**src/rtl/core/hcls_pkg.sv**
```systemverilog
// Package: types, constants and scan-step functions of the content length scanner.
`timescale 1ns / 1ps

package hcls_pkg;

   // Field widths
   localparam int BYTE_BITS   = 8;
   localparam int CONFIG_BITS = 32;
   localparam int BODY_BITS   = 32;
   localparam int LENGTH_BITS = 32;
   localparam int ACC_WIDE    = LENGTH_BITS + 4;
   localparam int LIMIT_WIDE  = (LENGTH_BITS > CONFIG_BITS) ? LENGTH_BITS : CONFIG_BITS;

   localparam logic [CONFIG_BITS-1:0] MAX_BODY_RESET = CONFIG_BITS'(1048576);

   // Character codes
   localparam logic [7:0] CHAR_CR      = 8'h0D;
   localparam logic [7:0] CHAR_LF      = 8'h0A;
   localparam logic [7:0] CHAR_SP      = 8'h20;
   localparam logic [7:0] CHAR_HTAB    = 8'h09;
   localparam logic [7:0] CHAR_COLON   = 8'h3A;
   localparam logic [7:0] CHAR_ZERO    = 8'h30;
   localparam logic [7:0] CHAR_NINE    = 8'h39;
   localparam logic [7:0] CHAR_UPPER_A = 8'h41;
   localparam logic [7:0] CHAR_UPPER_Z = 8'h5A;
   localparam logic [7:0] CASE_OFFSET  = 8'h20;

   localparam logic [2:0] PREFIX_LEN  = 3'd5;
   localparam logic [2:0] PREFIX_FAIL = 3'd7;
   localparam logic [3:0] NAME_LEN    = 4'd14;

   typedef enum logic [2:0] {
      PH_START  = 3'd0,
      PH_LEAD   = 3'd1,
      PH_NAME   = 3'd2,
      PH_TRAIL  = 3'd3,
      PH_VALUE  = 3'd4,
      PH_IGNORE = 3'd5
   } line_phase_type;

   typedef enum logic [1:0] {
      VP_LEAD   = 2'd0,
      VP_DIGITS = 2'd1,
      VP_TRAIL  = 2'd2
   } value_phase_type;

   typedef struct packed {
      logic                   pending_cr;
      logic                   on_first_line;
      logic [2:0]             prefix_position;
      line_phase_type         line_phase;
      logic [3:0]             name_position;
      logic                   name_matches;
      value_phase_type        value_phase;
      logic [LENGTH_BITS-1:0] length_accumulator;
      logic                   over_limit;
      logic                   length_found;
      logic                   error_seen;
      logic                   scan_stopped;
   } scan_state_type;

   localparam scan_state_type SCAN_RESET = '{
      pending_cr:         1'b0,
      on_first_line:      1'b1,
      prefix_position:    3'd0,
      line_phase:         PH_START,
      name_position:      4'd0,
      name_matches:       1'b1,
      value_phase:        VP_LEAD,
      length_accumulator: '0,
      over_limit:         1'b0,
      length_found:       1'b0,
      error_seen:         1'b0,
      scan_stopped:       1'b0
   };

   // One input transaction
   typedef struct packed {
      logic [BYTE_BITS-1:0] header_byte;
      logic                 last_byte;
   } req_item_type;

   // One result transaction
   typedef struct packed {
      logic                 length_ok;
      logic [BODY_BITS-1:0] body_length;
   } rsp_item_type;

   // Lowercase "content-length", one character per position
   function automatic logic [7:0] target_char(input logic [3:0] pos);
      logic [7:0] ch;
      case (pos)
         4'd0:    ch = "c";
         4'd1:    ch = "o";
         4'd2:    ch = "n";
         4'd3:    ch = "t";
         4'd4:    ch = "e";
         4'd5:    ch = "n";
         4'd6:    ch = "t";
         4'd7:    ch = "-";
         4'd8:    ch = "l";
         4'd9:    ch = "e";
         4'd10:   ch = "n";
         4'd11:   ch = "g";
         4'd12:   ch = "t";
         4'd13:   ch = "h";
         default: ch = 8'h00;
      endcase
      return ch;
   endfunction

   // Status line prefix "HTTP/"
   function automatic logic [7:0] prefix_char(input logic [2:0] pos);
      logic [7:0] ch;
      case (pos)
         3'd0:    ch = "H";
         3'd1:    ch = "T";
         3'd2:    ch = "T";
         3'd3:    ch = "P";
         3'd4:    ch = "/";
         default: ch = 8'h00;
      endcase
      return ch;
   endfunction

   // Configured maximum clipped to the accumulator width
   function automatic logic [LENGTH_BITS-1:0] effective_limit(
      input logic [CONFIG_BITS-1:0] max_len);
      logic [LIMIT_WIDE-1:0] m;
      logic [LIMIT_WIDE-1:0] mask;
      m    = LIMIT_WIDE'(max_len);
      mask = LIMIT_WIDE'({LENGTH_BITS{1'b1}});
      return LENGTH_BITS'((m < mask) ? m : mask);
   endfunction

   // Feed one ordinary character of a line
   function automatic scan_state_type feed_char(
      input scan_state_type         s,
      input logic [7:0]             c,
      input logic [LENGTH_BITS-1:0] lim);
      scan_state_type      n;
      logic                blank;
      logic                digit;
      logic [7:0]          lc;
      logic [ACC_WIDE-1:0] wide_acc;
      logic [ACC_WIDE-1:0] prod;
      n        = s;
      blank    = (c == CHAR_SP) || (c == CHAR_HTAB);
      digit    = (c >= CHAR_ZERO) && (c <= CHAR_NINE);
      lc       = ((c >= CHAR_UPPER_A) && (c <= CHAR_UPPER_Z)) ? c + CASE_OFFSET : c;
      wide_acc = ACC_WIDE'(s.length_accumulator);
      // acc * 10 + digit; the low nibble of an ASCII digit is its value
      prod     = (wide_acc << 3) + (wide_acc << 1) + ACC_WIDE'(c[3:0]);

      if (!(s.error_seen || s.scan_stopped)) begin
         if (n.line_phase == PH_START) begin
            n.line_phase = PH_LEAD;
         end
         if (n.line_phase == PH_VALUE) begin
            // value text
            if (blank) begin
               if (n.value_phase == VP_DIGITS) begin
                  n.value_phase = VP_TRAIL;
               end
            end else if (digit && (n.value_phase != VP_TRAIL)) begin
               n.value_phase = VP_DIGITS;
               if (prod > ACC_WIDE'(lim)) begin
                  n.length_accumulator = lim;
                  n.over_limit         = 1'b1;
               end else begin
                  n.length_accumulator = LENGTH_BITS'(prod);
               end
            end else begin
               n.error_seen = 1'b1;
            end
         end else if (n.line_phase != PH_IGNORE) begin
            // name text
            if (c == CHAR_COLON) begin
               if (n.name_matches && (n.name_position == NAME_LEN)) begin
                  if (n.length_found) begin
                     n.error_seen = 1'b1;
                  end else begin
                     n.line_phase         = PH_VALUE;
                     n.value_phase        = VP_LEAD;
                     n.length_accumulator = '0;
                     n.over_limit         = 1'b0;
                  end
               end else begin
                  n.line_phase = PH_IGNORE;
               end
            end else if (blank) begin
               if (n.line_phase == PH_NAME) begin
                  n.line_phase = PH_TRAIL;
               end
            end else begin
               if (n.line_phase == PH_TRAIL) begin
                  n.name_matches = 1'b0;
               end
               n.line_phase = PH_NAME;
               if (n.name_matches && (n.name_position < NAME_LEN) &&
                   (lc == target_char(n.name_position))) begin
                  n.name_position = n.name_position + 4'd1;
               end else begin
                  n.name_matches = 1'b0;
               end
            end
            // status line prefix check
            if (!n.error_seen && n.on_first_line && (n.prefix_position < PREFIX_LEN)) begin
               if (c == prefix_char(n.prefix_position)) begin
                  n.prefix_position = n.prefix_position + 3'd1;
                  if (n.prefix_position == PREFIX_LEN) begin
                     n.line_phase = PH_IGNORE;
                  end
               end else begin
                  n.prefix_position = PREFIX_FAIL;
               end
            end
         end
      end
      return n;
   endfunction

   // Close the current line at CR LF or at the last byte
   function automatic scan_state_type end_line(input scan_state_type s);
      scan_state_type n;
      n = s;
      if (!(s.error_seen || s.scan_stopped)) begin
         if (s.line_phase == PH_START) begin
            n.scan_stopped = 1'b1;
         end else if ((s.line_phase == PH_LEAD) || (s.line_phase == PH_NAME) ||
                      (s.line_phase == PH_TRAIL)) begin
            n.error_seen = 1'b1;
         end else if ((s.line_phase == PH_VALUE) &&
                      ((s.value_phase == VP_LEAD) || s.over_limit)) begin
            n.error_seen = 1'b1;
         end else begin
            if (s.line_phase == PH_VALUE) begin
               n.length_found = 1'b1;
            end
            n.line_phase      = PH_START;
            n.name_position   = 4'd0;
            n.name_matches    = 1'b1;
            n.value_phase     = VP_LEAD;
            n.prefix_position = 3'd0;
            n.on_first_line   = 1'b0;
         end
      end
      return n;
   endfunction

endpackage

```
**src/rtl/core/hcls_scan_core.sv**
```systemverilog
// Scan core: per-byte line and header state, updated once per taken byte.
`timescale 1ns / 1ps

module hcls_scan_core import hcls_pkg::*; (
   input  logic                   clock,
   input  logic                   reset,
   input  logic                   take,
   input  req_item_type           item,
   input  logic [CONFIG_BITS-1:0] max_body_length,
   output rsp_item_type           result
);

   scan_state_type         state_ff;
   scan_state_type         state_in;
   scan_state_type         after_pending;
   scan_state_type         after_byte;
   scan_state_type         after_last;
   logic [LENGTH_BITS-1:0] limit;
   logic                   byte_used;
   logic                   ok;

   assign limit = effective_limit(max_body_length);

   // resolve a held CR, then the byte itself, then the end of region
   always_comb begin
      after_pending = state_ff;
      byte_used     = 1'b0;
      if (state_ff.pending_cr) begin
         after_pending.pending_cr = 1'b0;
         if (item.header_byte == CHAR_LF) begin
            after_pending = end_line(after_pending);
            byte_used     = 1'b1;
         end else begin
            after_pending = feed_char(after_pending, CHAR_CR, limit);
         end
      end

      after_byte = after_pending;
      if (!byte_used) begin
         if ((item.header_byte == CHAR_CR) && !item.last_byte) begin
            after_byte.pending_cr = 1'b1;
         end else begin
            after_byte = feed_char(after_pending, item.header_byte, limit);
         end
      end

      after_last = end_line(after_byte);
   end

   // verdict on the last byte
   assign ok                 = !after_last.error_seen && after_last.length_found;
   assign result.length_ok   = ok;
   assign result.body_length = ok ? BODY_BITS'(after_last.length_accumulator) : '0;

   always_comb begin
      state_in = state_ff;
      if (take) begin
         state_in = item.last_byte ? SCAN_RESET : after_byte;
      end
   end

   always_ff @(posedge clock) begin
      if (reset) begin
         state_ff <= SCAN_RESET;
      end else begin
         state_ff <= state_in;
      end
   end

endmodule

```
**config.mk**
```make
export PLATFORM = sky130hd
export DESIGN_NAME = hcls_scan_core
export DESIGN_NICKNAME = d
export VERILOG_FILES = /design/src/rtl/core/hcls_pkg.sv /design/src/rtl/core/hcls_scan_core.sv
export SDC_FILE = /design/constraint.sdc
export NUM_CORES = 1
export LEC_CHECK = 0
export ABC_AREA = 1
export ABC_CLOCK_PERIOD_IN_PS = 4500
export BUFFER_PORTS_ARGS = -buffer_cell sky130_fd_sc_hd__clkbuf_2
export CAP_MARGIN = 20
export CORE_MARGIN = 5
export CORE_UTILIZATION = 50
export CTS_BUF_LIST = sky130_fd_sc_hd__clkbuf_8
export CTS_CLUSTER_DIAMETER = 40
export DETAILED_ROUTE_END_ITERATION = 10
export GPL_ROUTABILITY_DRIVEN = 0
export GPL_TIMING_DRIVEN = 0
export PLACE_DENSITY = 0.71
export SYNTH_ARGS = -nofsm -noshare
export SYNTH_HDL_FRONTEND = slang
export SYNTH_SLANG_ARGS = --single-unit
export TNS_END_PERCENT = 20
```
**constraint.sdc**
```tcl
create_clock -name clock -period 4.5 [get_ports clock]
set_input_delay 0.225 -clock clock [delete_from_list [all_inputs] [get_ports clock]]
set_output_delay 0.225 -clock clock [all_outputs]
set_load 0.05 [all_outputs]
```
==> results.tsv <==
stage	metric	value	unit
outcome	status	finished, violations left	
outcome	violations	negative setup slack	
sta	maxSlewHeadroom	38.0	%
clock_network	cts_tree	built	
critical_path	crit_fanout	8	
critical_path	worst-setup-path-type	reg2out	
detailed_routing	wl_per_cell	16.0	um
critical_path	crit_required	4280	ps
floorplan	dieArea	21100	um^2
sta	tightest_slew	926	ps
synth	synth.distinct_cells	55	
clock_network	cts_max_level	3	
layout	drive_gt1_share	21.1	%
clock_network	cts.clk_slew.worst_paths	90	ps
detailed_routing	drc	0	
critical_path	cp.arrival	5240	ps
clock_network	cts_buffer_depth	2	
pwr	finalPower	1.27	mW
clock_network	cts_sinks	58	
synth	yosys_warnings	0	
clock_network	hold_buffers	0	
layout	mostFrequentLayoutCells	nand2_1, inv_1, a21oi_1	
floorplan	start_util	50.9	%
critical_path	slowest_delay	490	ps
detailed_routing	route.vias.total	10600	
layout	fillers	1704	
sta	rsz0062_at_grt	true	
layout	final_util	63.3	%
global_route	first_global_vias	9960	
sta	final_hold_viol_count	0	
critical_path	worst_path_most_repeated_cell	nand2_2	
global_route	grt_usage	26.9	%
detailed_routing	wirelength	30.3	mm
layout	layout_commonest_cell	nand2_1	
sta	max_freq	183	MHz
sta	period_share	121	%
detailed_routing	first_iter_violations	718	
worst_hold_path	hold_path.class	in2reg	
floorplan	die_h	145	um
layout	syn_to_final_growth	24.4	%
critical_path	crit_path_end_kind	output port	
pwr	peakVddDrop	110	uV
synth	synth_cells	1551	
detailed_routing	drt-pass1-iter-count	6	
critical_path	rr_worst_depth	31	
floorplan	core_area	18000	um^2
critical_path	crit_path_start_kind	register	
detailed_routing	detail-route-antenna-nets	0	
global_route	grt_max_degree	13	
synth	synth.top_cell.area_share	19.1	%
synth	syn_area	9150	um^2
pwr	p_leak	5.65	nW
floorplan	die_x	145	um
layout	n_antenna_cell	0	
clock_network	numCtsBuffers	9	
critical_path	crit_slowest_cell	fa_2	
sta	fin_setup_tns	-34310	ps
layout	layout.nets	1828	
sta	setup_viol	65	
sta	fin_ws	-960	ps
floorplan	core.rowCount	49	
global_route	grt_overflow_total	0	
synth	seq_area_frac_synth	12.7	%
detailed_routing	vias_per_cell	5.55	
clock_network	clk_latency	390	ps
worst_hold_path	min_path_cells	2	
synth	synthTopCellsByArea	nand2_1, ha_1, dfxtp_1	
sta	skew	14.0	ps
place	numPortBuffers	75	
synth	syn_avg_cell_area	5.90	um^2
synth	ys_seq_elements	58	
global_route	antenna_found_initial	0	
floorplan	top_level_ports	77	
pwr	power_density	112	nW/um^2
run	cap_violations	0	
sta	period_needed	5460	ps
sta	whs	179	ps
synth	synth_top_area_cell	nand2_1	
clock_network	root_buffer	clkbuf_8	
synth	syn-num-nets	1712	
global_route	grt_pass1_wl	48.1	mm
sta	slew_violations	0	
place	hpwlAfterDp	23.0	mm
[worst paths after layout]
path | startpoint | slack (ps) | to
setup / recovery | state_ff[4] | -960 | result[3]
hold / removal | take | 180 | state_ff[50]
setup reg to reg | state_ff[4] | -170 | state_ff[30]
hold reg to reg | state_ff[2] | 480 | state_ff[2]
[critical path: cells and delay by family, from the launching register on]
family          cells  cell delay, ps
fa+ha+maj           3            1170
xor+xnor            1             180
buf+inv             3             380
compound gates      5             520
simple gates       23            2240
flops               1             390
[per-stage QoR]
step | area [um^2] | setup WS, ps | std cells
after floorplan | 9390 | -33.8 | 1551
final | 11400 | -960 | 1901
after global placement | 10000 | -1280 | 1855
after detailed placement | 10000 | -1300 | 1855
after global routing | 11400 | -1160 | 1901
after CTS | 10800 | -1030 | 1887
[where the power goes]
part	total [mW]	switching [mW]	internal [mW]	leakage, nW
clock	0.535	0.276	0.259	0.0998
sequential	0.519	0.00366	0.516	0.478
combinational	0.220	0.151	0.0692	5.08
total	1.27	0.430	0.844	5.65
[metal layers]
metal | GRT usage, % | part of all wire (%) | vias up
li1 | - | - | 5323
met1 | 31.6 | 41 | 4823
met2 | 48.2 | 50 | 319
met3 | 4.43 | 5.2 | 85
met4 | 11.7 | 3.8 | 0
met5 | 0 | 0 | -
[Yosys cell counts, drive strengths merged]
cell     count
o2111ai      1
nor3b        1
clkbuf      36
fa           2
xnor2        8
nand3      114
buf         19
xor2        19
o211ai      11
a211oi       7
a31o         1
a31oi        8
nor3         9
inv        188
ha         115
o21ai      105
a21o         3
o32ai        2
o22ai        1
nor2       144
o21bai       5
nand4       18
nand2      489
a41oi        1
a2111oi      1
a21oi      160
a21boi       5
nand3b       6
o31ai        2
nor4         5
clkinv       2
o21a         4
a22oi        1
dfxtp       58
[timing repair]
action | 4_1_cts | 5_1_grt
setup endpoints to repair | 66 | 66
gates cloned | 2 | 1
pin swaps | 23 | 47
buffers inserted | 14 | 15
resized for setup | 118 | 137
[layout make-up]
class	instances	area, um^2	share of cell area, %
clock inverters	7	77.6	0.682
clock buffers	9	124	1.09
plain buffers	54	310	2.73
flip-flops and latches	58	1190	10.5
multi-input cells	1248	7660	67.4
inverters	190	722	6.35
repair buffers	106	1000	8.79
well taps	229	287	2.52
[kinds of logic (layout without fill, tap and decap cells)]
kind of cell	count (synthesis)	after routing	synth area share [%]
AND/OR/NAND/NOR	786	786	38.6
AO/OA/AOI/OAI	318	318	19.0
adder cells (fa/ha/maj)	117	117	16.2
XOR/XNOR	27	27	2.59
flip-flops	58	58	12.7
buffers and inverters	245	366	10.9
No activity file was read; power rests on OpenSTA's default activity.
