`src/rtl/core/hcls_pkg.sv`:
```
// Package: types, constants and scan-step functions of the content length scanner.
`timescale 1ns / 1ps

package hcls_pkg;

   // Field widths
   localparam int BYTE_BITS   = 8;
   localparam int CONFIG_BITS = 32;
   localparam int BODY_BITS   = 32;
   localparam int LENGTH_BITS = 32;
   localparam int ACC_WIDE    = LENGTH_BITS + 4;
   localparam int LIMIT_WIDE  = (LENGTH_BITS > CONFIG_BITS) ? LENGTH_BITS : CONFIG_BITS;

   localparam logic [CONFIG_BITS-1:0] MAX_BODY_RESET = CONFIG_BITS'(1048576);

   // Character codes
   localparam logic [7:0] CHAR_CR      = 8'h0D;
   localparam logic [7:0] CHAR_LF      = 8'h0A;
   localparam logic [7:0] CHAR_SP      = 8'h20;
   localparam logic [7:0] CHAR_HTAB    = 8'h09;
   localparam logic [7:0] CHAR_COLON   = 8'h3A;
   localparam logic [7:0] CHAR_ZERO    = 8'h30;
   localparam logic [7:0] CHAR_NINE    = 8'h39;
   localparam logic [7:0] CHAR_UPPER_A = 8'h41;
   localparam logic [7:0] CHAR_UPPER_Z = 8'h5A;
   localparam logic [7:0] CASE_OFFSET  = 8'h20;

   localparam logic [2:0] PREFIX_LEN  = 3'd5;
   localparam logic [2:0] PREFIX_FAIL = 3'd7;
   localparam logic [3:0] NAME_LEN    = 4'd14;

   typedef enum logic [2:0] {
      PH_START  = 3'd0,
      PH_LEAD   = 3'd1,
      PH_NAME   = 3'd2,
      PH_TRAIL  = 3'd3,
      PH_VALUE  = 3'd4,
      PH_IGNORE = 3'd5
   } line_phase_type;

   typedef enum logic [1:0] {
      VP_LEAD   = 2'd0,
      VP_DIGITS = 2'd1,
      VP_TRAIL  = 2'd2
   } value_phase_type;

   typedef struct packed {
      logic                   pending_cr;
      logic                   on_first_line;
      logic [2:0]             prefix_position;
      line_phase_type         line_phase;
      logic [3:0]             name_position;
      logic                   name_matches;
      value_phase_type        value_phase;
      logic [LENGTH_BITS-1:0] length_accumulator;
      logic                   over_limit;
      logic                   length_found;
      logic                   error_seen;
      logic                   scan_stopped;
   } scan_state_type;

   localparam scan_state_type SCAN_RESET = '{
      pending_cr:         1'b0,
      on_first_line:      1'b1,
      prefix_position:    3'd0,
      line_phase:         PH_START,
      name_position:      4'd0,
      name_matches:       1'b1,
      value_phase:        VP_LEAD,
      length_accumulator: '0,
      over_limit:         1'b0,
      length_found:       1'b0,
      error_seen:         1'b0,
      scan_stopped:       1'b0
   };

   // One input transaction
   typedef struct packed {
      logic [BYTE_BITS-1:0] header_byte;
      logic                 last_byte;
   } req_item_type;

   // One result transaction
   typedef struct packed {
      logic                 length_ok;
      logic [BODY_BITS-1:0] body_length;
   } rsp_item_type;

   // Lowercase "content-length", one character per position
   function automatic logic [7:0] target_char(input logic [3:0] pos);
      logic [7:0] ch;
      case (pos)
         4'd0:    ch = "c";
         4'd1:    ch = "o";
         4'd2:    ch = "n";
         4'd3:    ch = "t";
         4'd4:    ch = "e";
         4'd5:    ch = "n";
         4'd6:    ch = "t";
         4'd7:    ch = "-";
         4'd8:    ch = "l";
         4'd9:    ch = "e";
         4'd10:   ch = "n";
         4'd11:   ch = "g";
         4'd12:   ch = "t";
         4'd13:   ch = "h";
         default: ch = 8'h00;
      endcase
      return ch;
   endfunction

   // Status line prefix "HTTP/"
   function automatic logic [7:0] prefix_char(input logic [2:0] pos);
      logic [7:0] ch;
      case (pos)
         3'd0:    ch = "H";
         3'd1:    ch = "T";
         3'd2:    ch = "T";
         3'd3:    ch = "P";
         3'd4:    ch = "/";
         default: ch = 8'h00;
      endcase
      return ch;
   endfunction

   // Configured maximum clipped to the accumulator width
   function automatic logic [LENGTH_BITS-1:0] effective_limit(
      input logic [CONFIG_BITS-1:0] max_len);
      logic [LIMIT_WIDE-1:0] m;
      logic [LIMIT_WIDE-1:0] mask;
      m    = LIMIT_WIDE'(max_len);
      mask = LIMIT_WIDE'({LENGTH_BITS{1'b1}});
      return LENGTH_BITS'((m < mask) ? m : mask);
   endfunction

   // Feed one ordinary character of a line
   function automatic scan_state_type feed_char(
      input scan_state_type         s,
      input logic [7:0]             c,
      input logic [LENGTH_BITS-1:0] lim);
      scan_state_type      n;
      logic                blank;
      logic                digit;
      logic [7:0]          lc;
      logic [ACC_WIDE-1:0] wide_acc;
      logic [ACC_WIDE-1:0] prod;
      n        = s;
      blank    = (c == CHAR_SP) || (c == CHAR_HTAB);
      digit    = (c >= CHAR_ZERO) && (c <= CHAR_NINE);
      lc       = ((c >= CHAR_UPPER_A) && (c <= CHAR_UPPER_Z)) ? c + CASE_OFFSET : c;
      wide_acc = ACC_WIDE'(s.length_accumulator);
      // acc * 10 + digit; the low nibble of an ASCII digit is its value
      prod     = (wide_acc << 3) + (wide_acc << 1) + ACC_WIDE'(c[3:0]);

      if (!(s.error_seen || s.scan_stopped)) begin
         if (n.line_phase == PH_START) begin
            n.line_phase = PH_LEAD;
         end
         if (n.line_phase == PH_VALUE) begin
            // value text
            if (blank) begin
               if (n.value_phase == VP_DIGITS) begin
                  n.value_phase = VP_TRAIL;
               end
            end else if (digit && (n.value_phase != VP_TRAIL)) begin
               n.value_phase = VP_DIGITS;
               if (prod > ACC_WIDE'(lim)) begin
                  n.length_accumulator = lim;
                  n.over_limit         = 1'b1;
               end else begin
                  n.length_accumulator = LENGTH_BITS'(prod);
               end
            end else begin
               n.error_seen = 1'b1;
            end
         end else if (n.line_phase != PH_IGNORE) begin
            // name text
            if (c == CHAR_COLON) begin
               if (n.name_matches && (n.name_position == NAME_LEN)) begin
                  if (n.length_found) begin
                     n.error_seen = 1'b1;
                  end else begin
                     n.line_phase         = PH_VALUE;
                     n.value_phase        = VP_LEAD;
                     n.length_accumulator = '0;
                     n.over_limit         = 1'b0;
                  end
               end else begin
                  n.line_phase = PH_IGNORE;
               end
            end else if (blank) begin
               if (n.line_phase == PH_NAME) begin
                  n.line_phase = PH_TRAIL;
               end
            end else begin
               if (n.line_phase == PH_TRAIL) begin
                  n.name_matches = 1'b0;
               end
               n.line_phase = PH_NAME;
               if (n.name_matches && (n.name_position < NAME_LEN) &&
                   (lc == target_char(n.name_position))) begin
                  n.name_position = n.name_position + 4'd1;
               end else begin
                  n.name_matches = 1'b0;
               end
            end
            // status line prefix check
            if (!n.error_seen && n.on_first_line && (n.prefix_position < PREFIX_LEN)) begin
               if (c == prefix_char(n.prefix_position)) begin
                  n.prefix_position = n.prefix_position + 3'd1;
                  if (n.prefix_position == PREFIX_LEN) begin
                     n.line_phase = PH_IGNORE;
                  end
               end else begin
                  n.prefix_position = PREFIX_FAIL;
               end
            end
         end
      end
      return n;
   endfunction

   // Close the current line at CR LF or at the last byte
   function automatic scan_state_type end_line(input scan_state_type s);
      scan_state_type n;
      n = s;
      if (!(s.error_seen || s.scan_stopped)) begin
         if (s.line_phase == PH_START) begin
            n.scan_stopped = 1'b1;
         end else if ((s.line_phase == PH_LEAD) || (s.line_phase == PH_NAME) ||
                      (s.line_phase == PH_TRAIL)) begin
            n.error_seen = 1'b1;
         end else if ((s.line_phase == PH_VALUE) &&
                      ((s.value_phase == VP_LEAD) || s.over_limit)) begin
            n.error_seen = 1'b1;
         end else begin
            if (s.line_phase == PH_VALUE) begin
               n.length_found = 1'b1;
            end
            n.line_phase      = PH_START;
            n.name_position   = 4'd0;
            n.name_matches    = 1'b1;
            n.value_phase     = VP_LEAD;
            n.prefix_position = 3'd0;
            n.on_first_line   = 1'b0;
         end
      end
      return n;
   endfunction

endpackage

```
`src/rtl/core/hcls_result_reg.sv`:
```
// Result register: holds one response transaction until the sink takes it.
`timescale 1ns / 1ps

module hcls_result_reg import hcls_pkg::*; (
   input  logic         clock,
   input  logic         reset,
   input  logic         load,
   input  rsp_item_type item_in,
   input  logic         sink_ready,
   output logic         valid_out,
   output logic         free,
   output rsp_item_type item_out
);

   logic         valid_ff;
   logic         valid_in;
   rsp_item_type item_ff;

   assign free = !valid_ff || sink_ready;

   always_comb begin
      valid_in = valid_ff;
      if (load) begin
         valid_in = 1'b1;
      end else if (sink_ready) begin
         valid_in = 1'b0;
      end
   end

   always_ff @(posedge clock) begin
      if (reset) begin
         valid_ff <= 1'b0;
      end else begin
         valid_ff <= valid_in;
      end
   end

   always_ff @(posedge clock) begin
      if (load) begin
         item_ff <= item_in;
      end
   end

   assign valid_out = valid_ff;
   assign item_out  = item_ff;

endmodule

```
`config.mk`:
```
export PLATFORM = sky130hd
export DESIGN_NAME = hcls_result_reg
export DESIGN_NICKNAME = d
export VERILOG_FILES = /design/src/rtl/core/hcls_pkg.sv /design/src/rtl/core/hcls_result_reg.sv
export SDC_FILE = /design/constraint.sdc
export NUM_CORES = 1
export LEC_CHECK = 0
export ABC_AREA = 1
export ABC_CLOCK_PERIOD_IN_PS = 1100
export BUFFER_PORTS_ARGS = -buffer_cell sky130_fd_sc_hd__buf_2
export CAP_MARGIN = 20
export CORE_MARGIN = 10
export CORE_UTILIZATION = 42
export DETAILED_ROUTE_END_ITERATION = 7
export GPL_ROUTABILITY_DRIVEN = 0
export PLACE_DENSITY = 0.81
export REMOVE_ABC_BUFFERS = 1
export SLEW_MARGIN = 15
export SYNTH_ARGS = -nofsm -noshare
export SYNTH_HDL_FRONTEND = slang
export SYNTH_SLANG_ARGS = --single-unit
```
`constraint.sdc`:
```
create_clock -name clock -period 1.1 [get_ports clock]
set_input_delay 0.165 -clock clock [delete_from_list [all_inputs] [get_ports clock]]
set_output_delay 0.165 -clock clock [all_outputs]
set_load 0.03 [all_outputs]
```
==> results_dict.tcl, run 1 <==
set metrics [dict create \
    core_area_um2 2280 \
    slowest_delay_ps 420 \
    p_leak_uw 0.000858 \
    die_h_um 69.6 \
    cts.sinks 34 \
    whs_ps 22.0 \
    drcViolationCount 0 \
    crit_type "flip-flop to output port" \
    outcome "complete, but fails checks" \
    vias 815 \
    h-tree-depth 2 \
    clkLatencyLatePin_ps 320 \
    multiInputGateArea_um2 15.0 \
    setup_viol 1 \
    powerDensity_nw_per_um2 1640 \
    fin_crit_ps 1110 \
    crit_fanout 1 \
    cts.clk_slew.worst_paths_ps 100 \
    cp_cell_sequence "clkbuf_4" \
    grt_pass1_vias 783 \
    power.internal_uw 2470 \
    max-cap-violations 0 \
    ys_seq_elements 34 \
    cts_tree "done" \
    avgViaCountPerCell 4.55 \
    antenna_found_initial 0 \
    max_slew_margin 0.883 \
    ant_nets 0 \
    finClkSkew_ps 0 \
    area_growth_syn_to_layout_pct 90.2 \
    worstSetupStartpointType "flip-flop" \
    drt_iter0_drc 20 \
    pwr-share-comb 0.175 \
    grt_max_degree 19 \
    swShare 0.235 \
    cts_root_buf "clkbuf_4" \
    ys_warn_count 0 \
    drive_gt1_frac 0.550 \
    seq_area_frac_synth 0.978 \
    synth_area_um2 1030 \
    drtPass1Iterations 4 \
    fin_nets 187 \
    dieArea_um2 4840 \
    port-buffer-count 71 \
    grt_overflow 0 \
    fin_crit_sh 1.01 \
    violations "negative setup slack" \
    wirelength_mm 3.52 \
    rsz0062_at_grt "true" \
    cpLargestDelayFamily "flip-flops" \
    die_width_um 69.6 \
    p_switching_uw 758 \
    fp-row-count 17 \
    finalHoldViolCount 0 \
    fillCellCount 101 \
    fmax_ghz 0.901 \
    worst_ep_arrival_time_ps 950 \
    syn_inst 38 \
    pre_cts_slack_ps 330 \
    start_util 0.454 \
    crit_slowest_cell "edfxtp_1" \
    post_drt_wl_per_cell_um 19.7 \
    seq_area_um2 1010 \
    worst_pin_slew_ps 176 \
    pin_count 72 \
    crit_path_end_kind "output port" \
    hold_class "input port to flip-flop" \
    cp_data_required_time_ps 940 \
    synth_cell_type_count 5 \
    dp_hpwl_mm 2.05 \
    synth_area_per_cell_um2 27.2 \
    grt_usage 0.107 \
    cts_made_buffers 5 \
    report.final.slew_viol_count 0 \
    seqPwrFrac 0.485 \
    antennaDiodeCount 0 \
    grt_pass1_wl_mm 3.97 \
    clock_path_buffers 2 \
    p_clk_frac 0.340 \
    crit_buf_inv 1 \
    peakVddDrop_uv 1610 \
    setup_ws_ps -10.0 \
]
synthesized netlist by cell type:
library cell,count,area (um^2)
inv_1,2,7.51
edfxtp_1,33,991
a21oi_2,1,8.76
dfxtp_1,1,20.0
nand2_2,1,6.26
routing by layer:
layer,part of all wire,up-vias,global-route usage
li1,-,371,-
met1,0.40,384,0.107
met2,0.45,53,0.152
met3,0.12,7,0.104
met4,0.021,0,0.0333
met5,0,-,0
flip-flops by register name, summed over array words and instances (netlist names):
register / cells
item_out: 33
valid_out: 1
cells by family after synthesis:
kind of cell,share of synthesized area
DFF,0.978
buffers and inverters,0.00727
AOI/OAI and AO/OA,0.00848
and+or+nand+nor,0.00606
power groups by stage:
| stage | sequential (uW) | combinational, uW | clock [uW] |
|---|---|---|---|
| after global routing | 1580 | 593 | 1160 |
| after CTS | 1550 | 439 | 1090 |
| after floorplan | 1800 | 8.95 | 0 |
| after global placement | 1580 | 418 | 0 |
| after detailed placement | 1580 | 426 | 0 |
| final | 1570 | 565 | 1100 |
final timing paths:
path                  end    startpoint  slack (ps)  cells past startpoint
min reg2reg     valid_out     valid_out         490                      2
max          item_out[19]  item_out[19]         -10                      1
min           item_out[7]    item_in[7]          20                      1
max reg2reg     valid_out     valid_out         520                      2
through the flow:
stage / utilization / cell area (um^2) / TNS [ps] / cells / total power (uW)
final: 0.864 / 1970 / -10.0 / 179 / 3230
after global routing: 0.864 / 1970 / -152 / 179 / 3330
after CTS: 0.706 / 1610 / 0 / 151 / 3090
after detailed placement: 0.643 / 1460 / 0 / 139 / 2010
after global placement: 0.643 / 1460 / 0 / 139 / 2000
after floorplan: - / 1030 / 0 / 38 / 1810
area by class of cell:
class,count,share of cell area
sequential,34,0.515
clock inverter,3,0.0325
inverter,2,0.00382
clock buffer,5,0.0191
multi-input combinational,2,0.00764
timing repair buffer,105,0.404
tap,28,0.0178
what timing repair did:
action	in CTS	in global routing
hold buffers	4	28
pin swaps	0	1
gates resized for setup	1	39
buffers inserted	0	0
cloned	0	0
setup endpoints to repair	1	16
hold endpoints to repair	4	28
cell usage in the layout (no fill, tap or decap):
cell / netlist / final
bufinv_16: 0 / 2
a21oi_2: 1 / 1
nand2_2: 1 / 1
inv_1: 2 / 2
clkbuf_4: 0 / 6
dfxtp_2: 0 / 1
buf_12: 0 / 2
buf_6: 0 / 11
dlygate4sd3_1: 0 / 32
buf_4: 0 / 3
edfxtp_1: 33 / 33
clkinv_1: 0 / 1
buf_2: 0 / 56
No activity file was read; power rests on OpenSTA's default activity.
==> run 2, diff against run 1 <==
--- a/config.mk
+++ b/config.mk
@@ -6,16 +6,16 @@
 export NUM_CORES = 1
 export LEC_CHECK = 0
 export ABC_AREA = 1
-export ABC_CLOCK_PERIOD_IN_PS = 1100
+export ABC_CLOCK_PERIOD_IN_PS = 1000
 export BUFFER_PORTS_ARGS = -buffer_cell sky130_fd_sc_hd__buf_2
 export CAP_MARGIN = 20
 export CORE_MARGIN = 10
-export CORE_UTILIZATION = 42
+export CORE_UTILIZATION = 35
 export DETAILED_ROUTE_END_ITERATION = 7
 export GPL_ROUTABILITY_DRIVEN = 0
-export PLACE_DENSITY = 0.81
+export PLACE_DENSITY = 0.79
 export REMOVE_ABC_BUFFERS = 1
-export SLEW_MARGIN = 15
+export SLEW_MARGIN = 10
 export SYNTH_ARGS = -nofsm -noshare
 export SYNTH_HDL_FRONTEND = slang
 export SYNTH_SLANG_ARGS = --single-unit
==> constraint.sdc (replaced) <==
create_clock -name clock -period 1 [get_ports clock]
set_input_delay 0.15 -clock clock [delete_from_list [all_inputs] [get_ports clock]]
set_output_delay 0.15 -clock clock [all_outputs]
set_load 0.03 [all_outputs]
==> run 2 against run 1 <==
Compared with the run above:
- the flow still finishes with violations (negative setup slack)
- critical path depth is the same
- first-iteration DRC count grew 45%
- clock skew is the same
- largest cell class unchanged
- sequential share of layout area shrank 2.8 points
- clock power shrank 38%
- core utilization shrank 12 points
- via count grew 1.5%
- global-route usage grew 3.9 points
- final cell count grew 2.8%
==> results_dict.tcl, run 2 (synthesis gave the netlist of run 1 again) <==
set metrics [dict create \
    outcome "complete, but fails checks" \
    violations "negative setup slack" \
    fin_nets 190 \
    swShare 0.267 \
    seqPwrFrac 0.556 \
    wirelength_mm 3.78 \
    slowest_delay_ps 430 \
    cts_root_buf "clkbuf_4" \
    grt_overflow 0 \
    finalHoldViolCount 0 \
    p_leak_uw 0.000890 \
    worst_pin_slew_ps 134 \
    antennaDiodeCount 0 \
    setup.worst_path.start "item_out[13]" \
    final_cells 184 \
    rrSetupSlack_ps 260 \
    crit_fanout 1 \
    finClkSkew_ps 0 \
    die_width_um 74.3 \
    start_util 0.372 \
    largest_register_ff_count 33 \
    crit_type "flip-flop to output port" \
    fin_crit_sh 1.07 \
    layout_common_cells "buf_2, buf_6, dlygate4sd3_1" \
    dp_hpwl_mm 2.20 \
    drt_iter0_drc 29 \
    crit_slowest_cell "edfxtp_1" \
    placedCellCount 142 \
    setup_viol 34 \
    die_h_um 74.3 \
    reg2reg_from "valid_out" \
    max-cap-violations 0 \
    h-tree-depth 2 \
    max_slew_margin 0.911 \
    dieArea_um2 5530 \
    grt_usage 0.146 \
    cts_tree "done" \
    cts_made_buffers 5 \
    report.final.slew_viol_count 0 \
    fp-row-count 19 \
    crit_buf_inv 1 \
    worst_ep_arrival_time_ps 920 \
    area_growth_syn_to_layout_pct 101 \
    fillCellCount 153 \
    setup_ws_ps -70.1 \
    cts.sinks 34 \
    powerDensity_nw_per_um2 1510 \
    cp_data_required_time_ps 850 \
    peakVddDrop_uv 1490 \
    cp_cell_sequence "buf_6" \
    pin_count 72 \
    rsz0062_at_grt "true" \
    clock_path_buffers 2 \
    worstSetupStartpointType "flip-flop" \
    pwr-share-comb 0.227 \
    grt_max_degree 22 \
    power.internal_uw 2310 \
    whs_ps 210 \
    grt_pass1_wl_mm 5.69 \
    layout_commonest_cell "buf_2" \
    drcViolationCount 0 \
    p_switching_uw 841 \
    placed_area_um2 1470 \
    vias 827 \
    p_clk_frac 0.218 \
    power_uw 3150 \
    cts.clk_slew.worst_paths_ps 100 \
    final_area_um2 2080 \
    hp-start "sink_ready" \
    crit_path_end_kind "output port" \
    drtPass1Iterations 4 \
    cpLargestDelayFamily "flip-flops" \
    drive_gt1_frac 0.536 \
    hold_class "input port to flip-flop" \
    post_drt_wl_per_cell_um 20.5 \
    grt_pass1_vias 979 \
    clkLatencyLatePin_ps 330 \
    fin_crit_ps 1070 \
    antenna_found_initial 0 \
    core_area_um2 2780 \
    port-buffer-count 71 \
    avgViaCountPerCell 4.49 \
    final_util 0.748 \
    ant_nets 0 \
    fmax_ghz 0.935 \
]
## run 2: cell count changes in the layout (fill, tap and decap cells not counted), sizes merged
cell and delta:
dlygate4sd3 +2, clkbuf +1, clkinv -1, bufinv -2, buf +2
## run 2: final timing paths
path,to,depth (start not counted)
setup reg to reg,valid_out,3
hold / removal,valid_out,5
setup / recovery,item_out[13],1
hold reg to reg,valid_out,3
## run 2: routing by layer
| layer | vias to the layer above | global-route usage | share of wire | wire, um |
|---|---|---|---|---|
| met3 | 5 | 0.0944 | 0.13 | 475 |
| met1 | 390 | 0.155 | 0.36 | 1370 |
| met2 | 55 | 0.228 | 0.49 | 1860 |
| met5 | - | 0 | 0 | 0 |
| met4 | 0 | 0.0610 | 0.018 | 67 |
| li1 | 377 | - | - | - |
## run 2: area by class of cell
type	count	area [um^2]	area share
Clock buffer	7	45.0	0.0216
Inverter	2	7.51	0.00361
Multi-Input combinational cell	2	15.0	0.00722
Sequential cell	34	1010	0.486
Tap cell	31	38.8	0.0186
Timing Repair Buffer	108	962	0.462
## run 2: power groups by stage
stage / sequential, uW / combinational, uW / clock, uW
floorplan: 1980 / 9.85 / 0
global placement: 1740 / 463 / 0
detailed placement: 1750 / 469 / 0
CTS: 1740 / 699 / 699
global route: 1760 / 744 / 754
finish: 1750 / 713 / 685
## run 2: stage by stage
step / TNS, ps / setup slack, ps
after global routing: -2660 / -109
after CTS: -1570 / -88.4
after floorplan: 0 / 94.0
final: -1290 / -70.1
after global placement: 0 / 243
after detailed placement: 0 / 211
## run 2: timing repair
action / CTS / global route
pin swaps: 1 / 0
hold endpoints to repair: 34 / 0
setup endpoints to repair: 35 / 35
hold buffers: 34 / 0
resized for setup: 70 / 1
buffers inserted: 1 / 0
gates cloned: 0 / 0
==> run 3, diff against run 2 <==
--- a/config.mk
+++ b/config.mk
@@ -6,14 +6,14 @@
 export NUM_CORES = 1
 export LEC_CHECK = 0
 export ABC_AREA = 1
-export ABC_CLOCK_PERIOD_IN_PS = 1000
+export ABC_CLOCK_PERIOD_IN_PS = 1100
 export BUFFER_PORTS_ARGS = -buffer_cell sky130_fd_sc_hd__buf_2
 export CAP_MARGIN = 20
 export CORE_MARGIN = 10
-export CORE_UTILIZATION = 35
+export CORE_UTILIZATION = 39
 export DETAILED_ROUTE_END_ITERATION = 7
 export GPL_ROUTABILITY_DRIVEN = 0
-export PLACE_DENSITY = 0.79
+export PLACE_DENSITY = 0.82
 export REMOVE_ABC_BUFFERS = 1
 export SLEW_MARGIN = 10
 export SYNTH_ARGS = -nofsm -noshare
==> constraint.sdc (replaced) <==
create_clock -name clock -period 1.1 [get_ports clock]
set_input_delay 0.165 -clock clock [delete_from_list [all_inputs] [get_ports clock]]
set_output_delay 0.165 -clock clock [all_outputs]
set_load 0.03 [all_outputs]
==> run 3 against run 2 <==
Compared with the run above:
- the run now ends clean
- critical path depth unchanged
- first-iteration DRC count decreased by 14%
- routed wire length decreased by 16%
- sequential share of layout area increased by 8.3 points
- via count decreased by 9.8%
- non-clock buffer count decreased by 14
- combinational power decreased by 29%
- core utilization decreased by 3.7 points
- worst hold slack got worse by 200 ps
- sequential power decreased by 11%
- global-route usage decreased by 3.2 points
- setup slack improved by 94 ps
- critical endpoint is now item_out[18]
- largest power group unchanged
- highest routed layer unchanged
==> results_dict.tcl, run 3 (synthesis gave the netlist of run 1 again) <==
set metrics [dict create \
    outcome "finished, final reports clean" \
    worstSetupStartpointType "flip-flop" \
    pre_cts_slack_ps 307 \
    max_slew_margin 0.880 \
    pwr-share-comb 0.184 \
    drt_iter0_drc 25 \
    start_util 0.413 \
    p_clk_frac 0.251 \
    vias 746 \
    area_growth_syn_to_layout_pct 72.0 \
    largest_register_ff_count 33 \
    p_leak_uw 0.000779 \
    antennaDiodeCount 0 \
    die_h_um 71.5 \
    fin_crit_ps 1080 \
    grt_overflow 0 \
    cts_setup_buffers 0 \
    rsz0062_at_grt "true" \
    cts.sinks 34 \
    finClkSkew_ps 0 \
    crit_fanout 1 \
    die_width_um 71.5 \
    cts_made_buffers 5 \
    fp-row-count 18 \
    avgViaCountPerCell 4.39 \
    slowest_delay_ps 390 \
    layout_commonest_cell "buf_2" \
    cts_root_buf "clkbuf_4" \
    clkLatencyLatePin_ps 320 \
    worst_pin_slew_ps 180 \
    wirelength_mm 3.19 \
    core_area_um2 2500 \
    cts.clk_slew.worst_paths_ps 90 \
    ant_nets 0 \
    final_cells 170 \
    finalHoldViolCount 0 \
    hp-start "item_in[26]" \
    placed_area_um2 1450 \
    hold_class "input port to flip-flop" \
    dieArea_um2 5110 \
    report.final.slew_viol_count 0 \
    cp_cell_sequence "buf_2" \
    power.internal_uw 2040 \
    crit_path_end_kind "output port" \
    grt_usage 0.114 \
    setup_ws_ps 23.8 \
    fin_crit_sh 0.978 \
    dp_hpwl_mm 1.92 \
    cp_data_required_time_ps 940 \
    crit_buf_inv 1 \
    grt_pass1_wl_mm 4.40 \
    crit_slowest_cell "edfxtp_1" \
    cpLargestDelayFamily "flip-flops" \
    max-cap-violations 0 \
    seqPwrFrac 0.565 \
    grt_max_degree 35 \
    h-tree-depth 2 \
    reg2reg_from "valid_out" \
    setup.worst_path.start "item_out[18]" \
    fmax_ghz 0.929 \
    fin_nets 176 \
    setup_viol 0 \
    whs_ps 13.6 \
    post_drt_wl_per_cell_um 18.7 \
    final_area_um2 1780 \
    pin_count 72 \
    p_switching_uw 723 \
    cts_tree "done" \
    swShare 0.262 \
    grt_pass1_vias 855 \
    peakVddDrop_uv 1250 \
    layout_common_cells "buf_2, edfxtp_1, dlygate4sd3_1" \
    drcViolationCount 0 \
    worst_ep_arrival_time_ps 910 \
    drtPass1Iterations 4 \
    clock_path_buffers 2 \
    drive_gt1_frac 0.586 \
    fillCellCount 163 \
    powerDensity_nw_per_um2 1550 \
    crit_type "flip-flop to output port" \
    port-buffer-count 71 \
    placedCellCount 140 \
    antenna_found_initial 0 \
]
run 3: changes by cell type in the layout (fill, tap and decap cells not counted):
cell           before  now
dlygate4sd3_1      34   22
buf_4               1    5
clkbuf_8            0    1
buf_12              2    1
clkinv_2            0    1
clkbuf_1            2    1
buf_2              36   60
buf_6              35    6
run 3: power by group through the flow:
stage | sequential [uW] | clock [uW] | combinational [uW]
2_1_floorplan | 1800 | 0 | 8.95
3_3_place_gp | 1580 | 0 | 411
3_5_place_dp | 1580 | 0 | 417
4_1_cts | 1550 | 715 | 459
5_1_grt | 1570 | 783 | 539
6_report | 1560 | 692 | 509
run 3: per-layer routing:
metal  vias up  global-route usage  share of wire
li1        348                   -              -
met1       341              0.0935           0.34
met2        55               0.174           0.47
met3         2               0.124           0.19
met4         0              0.0452         0.0060
met5         -                   0              0
run 3: path summary, 6_finish.rpt:
check	end	slack, ps	cells past startpoint
setup / recovery	item_out[18]	20	1
hold reg to reg	valid_out	520	2
hold / removal	item_out[26]	10	1
setup reg to reg	valid_out	470	2
run 3: final cells by class:
cell class / instances / area [um^2] / area share
repair buffers: 94 / 646 / 0.363
clock inverters: 1 / 5.00 / 0.00281
clock buffers: 7 / 55.1 / 0.0310
flip-flops and latches: 34 / 1010 / 0.569
multi-input cells: 2 / 15.0 / 0.00844
well taps: 30 / 37.5 / 0.0211
inverters: 2 / 7.51 / 0.00422
run 3: stage by stage:
step | util | TNS, ps | power (uW)
3_3_place_gp | 0.579 | 0 | 1990
4_1_cts | 0.664 | 0 | 2730
5_1_grt | 0.711 | -214 | 2890
3_5_place_dp | 0.579 | 0 | 2000
6_report | 0.711 | 0 | 2760
2_1_floorplan | - | 0 | 1810
run 3: timing repair:
item | 4_1_cts | 5_1_grt
endpoints found under the setup margin | 1 | 12
hold endpoints to repair | 15 | 7
hold buffers | 15 | 7
gates cloned | 0 | 0
resized for setup | 1 | 27
